**src/pfe_pkg.sv**
```systemverilog
package pfe_pkg;

  // Data path width and variable table size
  localparam int unsigned DATA_W   = 32;
  localparam int unsigned NUM_VARS = 26;
  localparam int unsigned VAR_AW   = $clog2(NUM_VARS);

  // Item kinds
  localparam logic OP_LOAD = 1'b0;
  localparam logic OP_EXPR = 1'b1;

  // Expression characters
  localparam logic [7:0] CH_A     = 8'h61;  // 'a'
  localparam logic [7:0] CH_Z     = 8'h7a;  // 'z'
  localparam logic [7:0] CH_PLUS  = 8'h2b;  // '+'
  localparam logic [7:0] CH_MINUS = 8'h2d;  // '-'
  localparam logic [7:0] CH_MUL   = 8'h2a;  // '*'
  localparam logic [7:0] CH_DIV   = 8'h2f;  // '/'

  // Result status
  typedef enum logic [1:0] {
    ST_OK        = 2'd0,
    ST_OVERFLOW  = 2'd1,
    ST_UNDERFLOW = 2'd2,
    ST_DIVZERO   = 2'd3
  } status_e;

endpackage

```
**src/pfe_vars.sv**
```systemverilog
// Variable table: 26 x 32 memory, one write and one registered read port.
// Valid bits make never-written entries read as zero after reset.
module pfe_vars import pfe_pkg::*; (
  input  logic                     clk_i,
  input  logic                     rst_ni,
  input  logic                     we_i,
  input  logic [VAR_AW-1:0]        waddr_i,
  input  logic [DATA_W-1:0]        wdata_i,
  input  logic                     re_i,
  input  logic [VAR_AW-1:0]        raddr_i,
  output logic [DATA_W-1:0]        rdata_o
);

  logic [DATA_W-1:0]   mem [NUM_VARS];
  logic [NUM_VARS-1:0] valid_q;
  logic [DATA_W-1:0]   rdata_q;

  // valid bits, cleared by reset
  always_ff @(posedge clk_i or negedge rst_ni) begin
    if (!rst_ni) begin
      valid_q <= '0;
    end else if (we_i) begin
      valid_q[waddr_i] <= 1'b1;
    end
  end

  // storage and registered read
  always_ff @(posedge clk_i) begin
    if (we_i) begin
      mem[waddr_i] <= wdata_i;
    end
    if (re_i) begin
      rdata_q <= valid_q[raddr_i] ? mem[raddr_i] : '0;
    end
  end

  assign rdata_o = rdata_q;

endmodule

```
**src/pfe_div.sv**
```systemverilog
// Radix-2 restoring divider on magnitudes, one quotient bit per cycle.
// Quotient truncates toward zero; sign is fixed up at the output.
module pfe_div import pfe_pkg::*; (
  input  logic                     clk_i,
  input  logic                     rst_ni,
  input  logic                     start_i,
  input  logic [DATA_W-1:0]        dividend_i,
  input  logic [DATA_W-1:0]        divisor_i,
  output logic                     busy_o,
  output logic                     done_o,
  output logic [DATA_W-1:0]        quotient_o
);

  localparam int unsigned CNT_W = $clog2(DATA_W);

  logic              busy_q, done_q, neg_q;
  logic [CNT_W-1:0]  cnt_q;
  logic [DATA_W-1:0] rem_q, quo_q, den_q;
  logic [DATA_W:0]   rem_sh;
  logic [DATA_W:0]   rem_sub;
  logic              take;

  // one trial subtraction per step
  assign rem_sh  = {rem_q, quo_q[DATA_W-1]};
  assign rem_sub = rem_sh - {1'b0, den_q};
  assign take    = !rem_sub[DATA_W];

  // control
  always_ff @(posedge clk_i or negedge rst_ni) begin
    if (!rst_ni) begin
      busy_q <= 1'b0;
      done_q <= 1'b0;
      cnt_q  <= '0;
    end else begin
      done_q <= 1'b0;
      if (start_i) begin
        busy_q <= 1'b1;
        cnt_q  <= '0;
      end else if (busy_q) begin
        cnt_q <= cnt_q + 1'b1;
        if (cnt_q == CNT_W'(DATA_W - 1)) begin
          busy_q <= 1'b0;
          done_q <= 1'b1;
        end
      end
    end
  end

  // data path
  always_ff @(posedge clk_i) begin
    if (start_i) begin
      quo_q <= dividend_i[DATA_W-1] ? (DATA_W'(0) - dividend_i) : dividend_i;
      den_q <= divisor_i[DATA_W-1]  ? (DATA_W'(0) - divisor_i)  : divisor_i;
      rem_q <= '0;
      neg_q <= dividend_i[DATA_W-1] ^ divisor_i[DATA_W-1];
    end else if (busy_q) begin
      rem_q <= take ? rem_sub[DATA_W-1:0] : rem_sh[DATA_W-1:0];
      quo_q <= {quo_q[DATA_W-2:0], take};
    end
  end

  assign busy_o     = busy_q;
  assign done_o     = done_q;
  assign quotient_o = neg_q ? (DATA_W'(0) - quo_q) : quo_q;

endmodule

```
**src/postfix_expression_evaluator_unit.sv**
```systemverilog
// Postfix expression evaluator. Each input beat is either a variable load
// (op = 0, writes one of 26 registers if its index is below 26) or one
// expression character (op = 1). Letters push a variable, + - * / pop two
// and push the 32-bit wrapped result, other characters are ignored. The
// expression beat marked last produces one output beat with the top of
// stack and a sticky status, then the stack is emptied. A division waits
// for the one-bit-per-cycle divider, and the last beat for the output
// register to be free. The stack is a synchronous memory with its top
// held in a register, so each operator needs a single memory read; items
// are processed one at a time, so memory accesses never overlap. Stack
// overflow, underflow and divide by zero are reported in status, and
// result is zero whenever status is not ok.
module postfix_expression_evaluator_unit import pfe_pkg::*; #(
  parameter int unsigned STACK_DEPTH = 64
) (
  input  logic                     clk_i,
  input  logic                     rst_ni,
  input  logic                     in_valid_i,
  output logic                     in_stall_o,
  input  logic                     op_i,
  input  logic [4:0]               var_index_i,
  input  logic signed [31:0]       var_value_i,
  input  logic [7:0]               symbol_i,
  input  logic                     last_i,
  output logic                     out_valid_o,
  input  logic                     out_stall_i,
  output logic signed [31:0]       result_o,
  output logic [1:0]               status_o
);

  localparam int unsigned CW = $clog2(STACK_DEPTH + 1);
  localparam int unsigned AW = $clog2(STACK_DEPTH);

  localparam logic [1:0] S_IDLE = 2'd0;
  localparam logic [1:0] S_EXEC = 2'd1;
  localparam logic [1:0] S_DIV  = 2'd2;
  localparam logic [1:0] S_END  = 2'd3;

  logic [1:0]        state_q, state_d;
  logic [CW-1:0]     count_q, count_d;
  status_e           err_q, err_d;
  logic [DATA_W-1:0] tos_q, tos_d;
  logic [7:0]        sym_q;
  logic              last_q;
  logic              out_valid_q;
  logic [DATA_W-1:0] result_q;
  status_e           status_q;

  logic              in_acc;
  logic              out_free;
  logic              is_letter, is_oper;
  logic [DATA_W-1:0] var_rdata;
  logic [DATA_W-1:0] stk_rdata_q;
  logic [DATA_W-1:0] stk_mem [STACK_DEPTH];
  logic              stk_we, stk_re;
  logic [AW-1:0]     stk_waddr, stk_raddr;
  logic [DATA_W-1:0] mul_res;
  logic              div_start, div_busy, div_done;
  logic [DATA_W-1:0] div_quo;
  logic              end_load;
  status_e           end_status;

  assign in_acc   = in_valid_i && !in_stall_o;
  assign out_free = !out_valid_q || !out_stall_i;

  // character class of the current item
  assign is_letter = (sym_q >= CH_A) && (sym_q <= CH_Z);
  assign is_oper   = (sym_q == CH_PLUS) || (sym_q == CH_MINUS) ||
                     (sym_q == CH_MUL)  || (sym_q == CH_DIV);

  // variable table
  pfe_vars u_vars (
    .clk_i   (clk_i),
    .rst_ni  (rst_ni),
    .we_i    (in_acc && (op_i == OP_LOAD) && (var_index_i < 5'(NUM_VARS))),
    .waddr_i (var_index_i[VAR_AW-1:0]),
    .wdata_i (var_value_i),
    .re_i    (in_acc && (op_i == OP_EXPR)),
    .raddr_i (VAR_AW'(symbol_i - CH_A)),
    .rdata_o (var_rdata)
  );

  // operand stack below the top; top lives in tos_q
  assign stk_re    = in_acc && (op_i == OP_EXPR);
  assign stk_raddr = AW'(count_q - CW'(2));
  assign stk_waddr = AW'(count_q - CW'(1));

  always_ff @(posedge clk_i) begin
    if (stk_we) begin
      stk_mem[stk_waddr] <= tos_q;
    end
    if (stk_re) begin
      stk_rdata_q <= stk_mem[stk_raddr];
    end
  end

  // low word of the product, registered into the top of stack
  assign mul_res = DATA_W'(stk_rdata_q * tos_q);

  pfe_div u_div (
    .clk_i      (clk_i),
    .rst_ni     (rst_ni),
    .start_i    (div_start),
    .dividend_i (stk_rdata_q),
    .divisor_i  (tos_q),
    .busy_o     (div_busy),
    .done_o     (div_done),
    .quotient_o (div_quo)
  );

  // end-of-expression status
  always_comb begin
    end_status = err_q;
    if (err_q == ST_OK && count_q == '0) begin
      end_status = ST_UNDERFLOW;
    end
  end

  // sequencer
  always_comb begin
    state_d   = state_q;
    count_d   = count_q;
    err_d     = err_q;
    tos_d     = tos_q;
    stk_we    = 1'b0;
    div_start = 1'b0;
    end_load  = 1'b0;
    case (state_q)
      S_IDLE: begin
        if (in_acc && op_i == OP_EXPR) begin
          state_d = S_EXEC;
        end
      end
      S_EXEC: begin
        state_d = S_END;
        if (is_letter) begin
          if (count_q == CW'(STACK_DEPTH)) begin
            if (err_q == ST_OK) err_d = ST_OVERFLOW;
          end else begin
            stk_we  = (count_q != '0);
            tos_d   = var_rdata;
            count_d = count_q + 1'b1;
          end
        end else if (is_oper) begin
          if (count_q < CW'(2)) begin
            if (err_q == ST_OK) err_d = ST_UNDERFLOW;
          end else if (sym_q == CH_PLUS) begin
            tos_d   = stk_rdata_q + tos_q;
            count_d = count_q - 1'b1;
          end else if (sym_q == CH_MINUS) begin
            tos_d   = stk_rdata_q - tos_q;
            count_d = count_q - 1'b1;
          end else if (sym_q == CH_MUL) begin
            tos_d   = mul_res;
            count_d = count_q - 1'b1;
          end else if (tos_q == '0) begin
            if (err_q == ST_OK) err_d = ST_DIVZERO;
            tos_d   = '0;
            count_d = count_q - 1'b1;
          end else begin
            div_start = 1'b1;
            state_d   = S_DIV;
          end
        end
      end
      S_DIV: begin
        if (div_done) begin
          tos_d   = div_quo;
          count_d = count_q - 1'b1;
          state_d = S_END;
        end
      end
      S_END: begin
        if (!last_q) begin
          state_d = S_IDLE;
        end else if (out_free) begin
          end_load = 1'b1;
          count_d  = '0;
          err_d    = ST_OK;
          state_d  = S_IDLE;
        end
      end
      default: begin
        state_d = S_IDLE;
      end
    endcase
  end

  // control registers
  always_ff @(posedge clk_i or negedge rst_ni) begin
    if (!rst_ni) begin
      state_q     <= S_IDLE;
      count_q     <= '0;
      err_q       <= ST_OK;
      out_valid_q <= 1'b0;
    end else begin
      state_q <= state_d;
      count_q <= count_d;
      err_q   <= err_d;
      if (end_load) begin
        out_valid_q <= 1'b1;
      end else if (!out_stall_i) begin
        out_valid_q <= 1'b0;
      end
    end
  end

  // payload registers
  always_ff @(posedge clk_i) begin
    tos_q <= tos_d;
    if (in_acc) begin
      sym_q  <= symbol_i;
      last_q <= last_i;
    end
    if (end_load) begin
      result_q <= (end_status == ST_OK) ? tos_q : '0;
      status_q <= end_status;
    end
  end

  assign in_stall_o  = (state_q != S_IDLE);
  assign out_valid_o = out_valid_q;
  assign result_o    = result_q;
  assign status_o    = status_q;

  // checks
  a_count_range: assert property (@(posedge clk_i) disable iff (!rst_ni)
    count_q <= CW'(STACK_DEPTH))
    else $error("stack count beyond depth");

  a_err_zero_result: assert property (@(posedge clk_i) disable iff (!rst_ni)
    out_valid_o && (status_o != ST_OK) |-> (result_o == '0))
    else $error("nonzero result with error status");

  a_div_only_in_div: assert property (@(posedge clk_i) disable iff (!rst_ni)
    div_busy |-> (state_q == S_DIV))
    else $error("divider running outside division");

  a_load_one_cycle: assert property (@(posedge clk_i) disable iff (!rst_ni)
    in_acc && (op_i == OP_LOAD) |=> !in_stall_o)
    else $error("load beat did not complete in one cycle");

endmodule

```
**config.mk**
```make
export PLATFORM = sky130hd
export DESIGN_NAME = postfix_expression_evaluator_unit
export DESIGN_NICKNAME = d
export VERILOG_FILES = /design/src/pfe_pkg.sv /design/src/pfe_vars.sv /design/src/pfe_div.sv /design/src/postfix_expression_evaluator_unit.sv
export SDC_FILE = /design/constraint.sdc
export NUM_CORES = 2
export LEC_CHECK = 0
export CAP_MARGIN = 25
export CORE_MARGIN = 4
export CORE_UTILIZATION = 50
export DETAILED_ROUTE_END_ITERATION = 7
export DONT_BUFFER_PORTS = 1
export MAX_ROUTING_LAYER = met4
export PLACE_DENSITY = 0.66
export REMOVE_ABC_BUFFERS = 1
export SETUP_SLACK_MARGIN = 0.3
export SKIP_CTS_REPAIR_TIMING = 1
export SYNTH_ARGS = -nofsm -noshare
export SYNTH_HDL_FRONTEND = slang
export SYNTH_SLANG_ARGS = --single-unit
```
**constraint.sdc**
```tcl
create_clock -name clk_i -period 8.1 [get_ports clk_i]
set_clock_uncertainty 0.15 [all_clocks]
set_input_delay 0.405 -clock clk_i [delete_from_list [all_inputs] [get_ports clk_i]]
set_output_delay 0.405 -clock clk_i [all_outputs]
set_load 0.01 [all_outputs]
```
Word-level counts from Yosys, hierarchy flattened:

Memories as Yosys holds them, arrays and structs flattened. A register that Yosys moved wholly into a read port is not among the register bits.
Cells that the tools add are included.

* memories: 2
* register bits after elaboration: 217
* RAM bits: 2880
* word-level logic and storage cells: 184
* output and inout port bits: 36

* $lt $le $gt $ge: 7
* $add $sub $neg: 11
* bitwise operators: 3
* reduce and logical (&&, ||, !) cells: 31
* eq/ne operators: 25
* muxes and demuxes: 86
* multiply operators: 1

Memory list
* stk_mem: depth 64, bits a word 32, read ports 1, clocked after Yosys merged registers in 1, write ports 1, RTL line postfix_expression_evaluator_unit.sv:54 `logic [DATA_W-1:0] stk_mem [STACK_DEPTH];`
* u_vars.mem: depth 26, bits a word 32, read ports 1, clocked after Yosys merged registers in 1, write ports 1, RTL line pfe_vars.sv:14 `logic [DATA_W-1:0] mem [NUM_VARS];`

Operators by type and width (count)
* 32-bit two-way mux: 14
* 1-bit by 32-bit subtractor with 32-bit output (first input constant): 3
* 7-bit two-way mux: 11
* 32-bit one-hot mux with 2 select lines: 1
* 1-bit two-way mux: 35
* 2-bit two-way mux: 17
* 33-bit by 32-bit subtractor with 33-bit output: 1
* 32-bit adder: 1
* 8-bit by 6-bit equality test with 1-bit output (second input constant): 4
* 32-bit logical NOT: 1
* 32-bit by 32-bit multiplier with 32-bit output: 1
* 32-bit subtractor: 1
* 31-bit two-way mux: 1
* 26-bit OR: 1
* 7-bit one-hot mux with 3 select lines: 1
* 4-bit inequality test (second input constant): 4
* 3-bit inequality test (second input constant): 5
* 5-bit by 6-bit less-than comparator with 1-bit output (second input constant): 2
* 5-bit two-way mux: 2
* 10-bit AND reduction: 1
* 8-bit by 7-bit greater-or-equal comparator with 1-bit output (second input constant): 1
* 8-bit by 7-bit less-or-equal comparator with 1-bit output (second input constant): 1
* 2-bit inequality test (second input constant): 4
* 2-bit one-hot mux with 4 select lines: 1
* other kinds (30): 50

Longest topological paths before layout:

* word-level depth: 10
* mapped depth: 30
* mapped depth without buffers: 27

Modules after synthesis:

A second synthesis with hierarchy kept.

* cells, all modules: 8278
* area, all modules: 144055.7 µm²

By module, submodules not included
* postfix_expression_evaluator_unit: times used 1, area an instance 102125.4 µm², cells each 5693
* pfe_vars: times used 1, area an instance 34099.0 µm², cells each 1698
* pfe_div: times used 1, area an instance 7831.3 µm², cells each 887

Worst setup path after synthesis:

OpenSTA, ideal clock, no wires.

* kind: flip-flop to flip-flop
* from: register tos_q[7]
* to: register tos_q[30] (data pin)
* path slack: -0.841 ns
* stages on the path, launching flop included: 28
* arrival time: 8.660 ns
* cell sequence: edfxtp_1 -> clkbuf_1 -> clkbuf_1 -> and2_1 -> fa_1 -> fa_1 -> fa_1 -> inv_1 -> fa_1 -> inv_1 -> fa_1 -> inv_1 -> fa_1 -> inv_1 -> fa_1 -> fa_1 -> ha_1 -> clkbuf_1 -> nand3_1 -> nand2_1 -> a221o_1 -> a22o_1 -> or3_4 -> a221o_1 -> a32o_1 -> or4b_1 -> a31oi_1 -> o31a_1

* longest elaborated chain between the ends: 8

RTL lines
* from (decl): RTL line postfix_expression_evaluator_unit.sv:42 `logic [DATA_W-1:0] tos_q, tos_d;`
* from (signal assigned): RTL line postfix_expression_evaluator_unit.sv:210 `tos_q <= tos_d;`
* 32-bit by 32-bit multiplier with 32-bit output: RTL line postfix_expression_evaluator_unit.sv:98 `assign mul_res = DATA_W'(stk_rdata_q * tos_q);`
* 32-bit two-way mux: RTL line postfix_expression_evaluator_unit.sv:153 `end else if (sym_q == CH_MUL) begin`
* 32-bit two-way mux: RTL line postfix_expression_evaluator_unit.sv:150 `end else if (sym_q == CH_MINUS) begin`
* 32-bit two-way mux *: RTL line postfix_expression_evaluator_unit.sv:147 `end else if (sym_q == CH_PLUS) begin`
* 32-bit two-way mux *: RTL line postfix_expression_evaluator_unit.sv:145 `if (count_q < CW'(2)) begin`
* 32-bit two-way mux *: RTL line postfix_expression_evaluator_unit.sv:144 `end else if (is_oper) begin`
* 32-bit two-way mux *: RTL line postfix_expression_evaluator_unit.sv:136 `if (is_letter) begin`
* 32-bit one-hot mux with 2 select lines *: RTL line postfix_expression_evaluator_unit.sv:128 `case (state_q)`
* net tos_d[30]: RTL line postfix_expression_evaluator_unit.sv:42

Mark *: on every way through the listed nets, which the timed path passes. The rest lies on a longest branch. The select of a mux whose other input is x is not followed.
A chain may end at the register's enable or synchronous reset.

Worst setup path in the final report:

* from: register stk_rdata_q[13] (read register of stk_mem)
* to: register tos_q[30] (data pin)

* longest elaborated chain between the ends: 8

RTL lines
* from (decl): RTL line postfix_expression_evaluator_unit.sv:53 `logic [DATA_W-1:0] stk_rdata_q;`
* 32-bit by 32-bit multiplier with 32-bit output: RTL line postfix_expression_evaluator_unit.sv:98
* 32-bit two-way mux: RTL line postfix_expression_evaluator_unit.sv:153
* 32-bit two-way mux: RTL line postfix_expression_evaluator_unit.sv:150
* 32-bit two-way mux *: RTL line postfix_expression_evaluator_unit.sv:147
* 32-bit two-way mux *: RTL line postfix_expression_evaluator_unit.sv:145
* 32-bit two-way mux *: RTL line postfix_expression_evaluator_unit.sv:144
* 32-bit two-way mux *: RTL line postfix_expression_evaluator_unit.sv:136
* 32-bit one-hot mux with 2 select lines *: RTL line postfix_expression_evaluator_unit.sv:128
* net tos_d[30]: RTL line postfix_expression_evaluator_unit.sv:42

Marks and branches as above.

==> impl_metrics.py <==
metrics = {
    "placement": {
        "gp_congestion": 0.956,
        "dp.cells": 11700,
        "port_buffers": 0,
        "hpwl_mm": 236,
    },
    "grt": {
        "grt_use_total_pct": 27.7,
        "globalRouteMet3Util_pct": 5.34,
        "first_global_vias": 78300,
        "grtUsageMet1_pct": 38.7,
        "antenna_found_initial": 34,
        "grt_first_pass_wirelength_mm": 569,
        "grt_overflow": 0,
        "met2_usage_pct": 41.5,
        "grt_max_degree": 267,
        "gr-max-usage-layer": "met2",
    },
    "timing": {
        "layout_min_cycle_time_ns": 8.28,
        "maxSlewViolCount": 0,
        "hold_viol": 1,
        "fmax_ghz": 0.121,
        "max_slew.worst_pin.slew_ns": 1.19,
        "setup_viol": 2,
        "period_share_pct": 102,
        "relSlewSlack_pct": 18.5,
        "rsz0062_at_grt": "yes",
        "worst_slack_ns": -0.181,
        "hold_slack_ns": -0.0214,
    },
    "final_layout": {
        "fin_nets": 9053,
        "drive_gt1_share_pct": 23.0,
        "final_cells": 12400,
        "syn_to_final_growth_pct": 13.4,
    },
    "power": {
        "powerDensity_nw_per_um2": 205,
        "ir_drop_mv": 0.218,
        "p_leak_nw": 61.0,
    },
    "route": {
        "vias_per_cell": 6.26,
        "firstDrtPassIters": 8,
        "drtAntennaViolNets": 0,
        "drt-total-wl_mm": 397,
        "drt_iter0_drc": 9400,
        "wl_per_cell_um": 32.0,
        "drcViolationCount": 0,
        "via_count": 77700,
    },
    "logic_synthesis": {
        "ys.flop_type": "edfxtp_1",
        "avgSynthCellArea_um2": 17.9,
        "yosys_register_bits": 3161,
        "yosysMostFrequentCell": "edfxtp_1",
        "synth-async-reset-ratio_pct": 1.42,
        "synth.cell_area_um2": 143000,
        "syn_inst": 8002,
        "ys_top_cells_by_count": "edfxtp_1, mux4_2, inv_1",
        "yosys.area.top_type": "edfxtp_1",
        "ys_warn_count": 0,
        "netlist-cell-type-count": 83,
        "synthTopCellsByArea": "edfxtp_1, mux4_2, fa_1",
        "synth_top_area_share_pct": 64.7,
        "synth-edff-count": 3084,
        "ys_seq_area_share_pct": 65.9,
    },
    "clock_tree": {
        "clk_pin_slew_ns": 0.06,
        "ctsHtreeMaxLevel": 5,
        "clockRootBuffer": "clkbuf_16",
        "insertion_delay_ns": 0.92,
        "numClockSinks": 3161,
        "clk_path_buf_depth": 4,
        "cts_made_buffers": 330,
        "cts_tree": "done",
    },
    "floorplanning": {
        "die-area_um2": 295000,
        "core_area_um2": 285000,
        "start_util_pct": 50.2,
        "die_w_um": 543,
        "chipHeight_um": 543,
        "ios": 87,
        "num_rows": 196,
    },
    "setup_path": {
        "reg2reg_slack_ns": -0.18,
        "cp-endpoint": "tos_q[30]",
        "required_ns": 8.74,
        "startpoint": "stk_rdata_q[13]",
        "arrival_ns": 8.92,
        "rr_startpoint": "stk_rdata_q[13]",
        "end_kind": "flop",
        "rr_endpoint": "tos_q[30]",
        "reg2reg_depth": 26,
        "critPathLaunchType": "flop",
        "critPathMaxFanout": 3,
        "critPathKind": "flop to flop",
    },
    "hold_path": {
        "worstHoldStart": "symbol_i[0]",
        "hold_path_class": "input pin to flop",
        "hold_depth": 4,
    },
    "run": {
        "drv_cap": 0,
    },
    "outcome": {
        "violations": "negative hold slack, negative setup slack",
        "status": "finished with violations",
    },
}
-- through the flow --
stage          cell area [um2]  worst slack (ns)  utilization, %  TNS (ns)  total power, mW
2_1_floorplan           141000            -15.93               -         -             18.4
3_3_place_gp            150000            -0.223            52.7    -0.586             18.5
3_5_place_dp            150000            -0.295            52.7    -0.871             18.5
4_1_cts                 161000            -0.382            56.4     -1.12             33.4
5_1_grt                 162000            -0.355            56.9    -0.916             34.2
6_report                162000            -0.181            56.9    -0.218             33.3
-- routing by layer --
metal / share of wire [%] / vias to the layer above
met2: 47 / 3750
li1: - / 31800
met3: 9.2 / 730
met5: 0 / -
met4: 3.7 / 0
met1: 40 / 41400
-- logic make-up after synthesis --
group	count (synthesis)	share of synthesized area, %
XOR/XNOR	223	1.36
flip-flops	3161	65.9
multiplexers	978	14.6
adder cells (fa/ha/maj)	645	7.80
AND/OR/NAND/NOR	1299	4.39
buffers and inverters	940	2.47
AO/OA/AOI/OAI	756	3.41
-- area by class of cell --
cell class,count,area (um2)
well taps,3762,4710
clock inverters,201,2070
diodes,26,65.1
flip-flops and latches,3161,94400
inverters,505,1900
clock buffers,404,8620
fillers,21400,123000
repair buffers,458,4080
multi-input cells,3901,46400
-- sequential cells by signal (all words and copies together) (netlist names), 5 cells and up --
name / count
u_div.cnt_q: 5
stk_mem: 2048
result_o: 32
u_div.den_q: 32
stk_rdata_q: 32
count_q: 7
u_vars.mem: 832
tos_q: 32
u_div.quo_q: 32
u_vars.rdata_o: 32
sym_q: 8
u_div.rem_q: 32
u_vars.valid_q: 26
-- how the worst min path moves through the flow --
stage | endpoint | slack, ns
6_report | u_vars.rdata_o[7] | -0.02
3_5_place_dp | u_div.done_o | -0.04
5_1_grt | u_vars.rdata_o[7] | 0.01
3_3_place_gp | u_div.done_o | -0.04
4_1_cts | u_div.done_o | -1.04
2_1_floorplan | count_q[0] | -0.04
-- worst max-delay path, stage by stage (launching register included) --
cell and delay, ns:
edfxtp_1 0.49, buf_4 0.18, and2_4 0.14, fa_1 0.51, fa_2 0.45, fa_1 0.51, inv_2 0.05, fa_1 0.55
inv_2 0.04, fa_1 0.51, inv_2 0.04, fa_2 0.56, inv_2 0.04, fa_1 0.38, fa_1 0.55, ha_4 0.24
buf_6 0.12, nand3_2 0.05, nor2_1 0.05, a221o_1 0.35, a22o_1 0.24, or3_4 0.43, a221o_1 0.36, a32o_2 0.26
or4b_1 0.53, a31oi_1 0.22, o31a_1 0.16
-- where the power goes --
part | internal [mW] | total (mW) | switching, mW
sequential | 17.7 | 17.7 | 0.0000000000000000527
clock | 8.60 | 15.0 | 6.41
combinational | 0.221 | 0.505 | 0.285
-- cell usage in the layout (no fill, tap or decap), drive strengths merged, types with 81 or more instances in the layout --
cell type / instances
fa: 411
nand2: 396
mux4: 889
inv: 515
mux2i: 81
xnor2: 140
edfxtp: 3084
ha: 234
a21oi: 189
clkbuf: 407
xor2: 83
o21ai: 201
buf: 398
a211oi: 92
and2: 264
clkinv: 149
nor3: 85
nor2: 303
(Power assumes the default switching activity.)
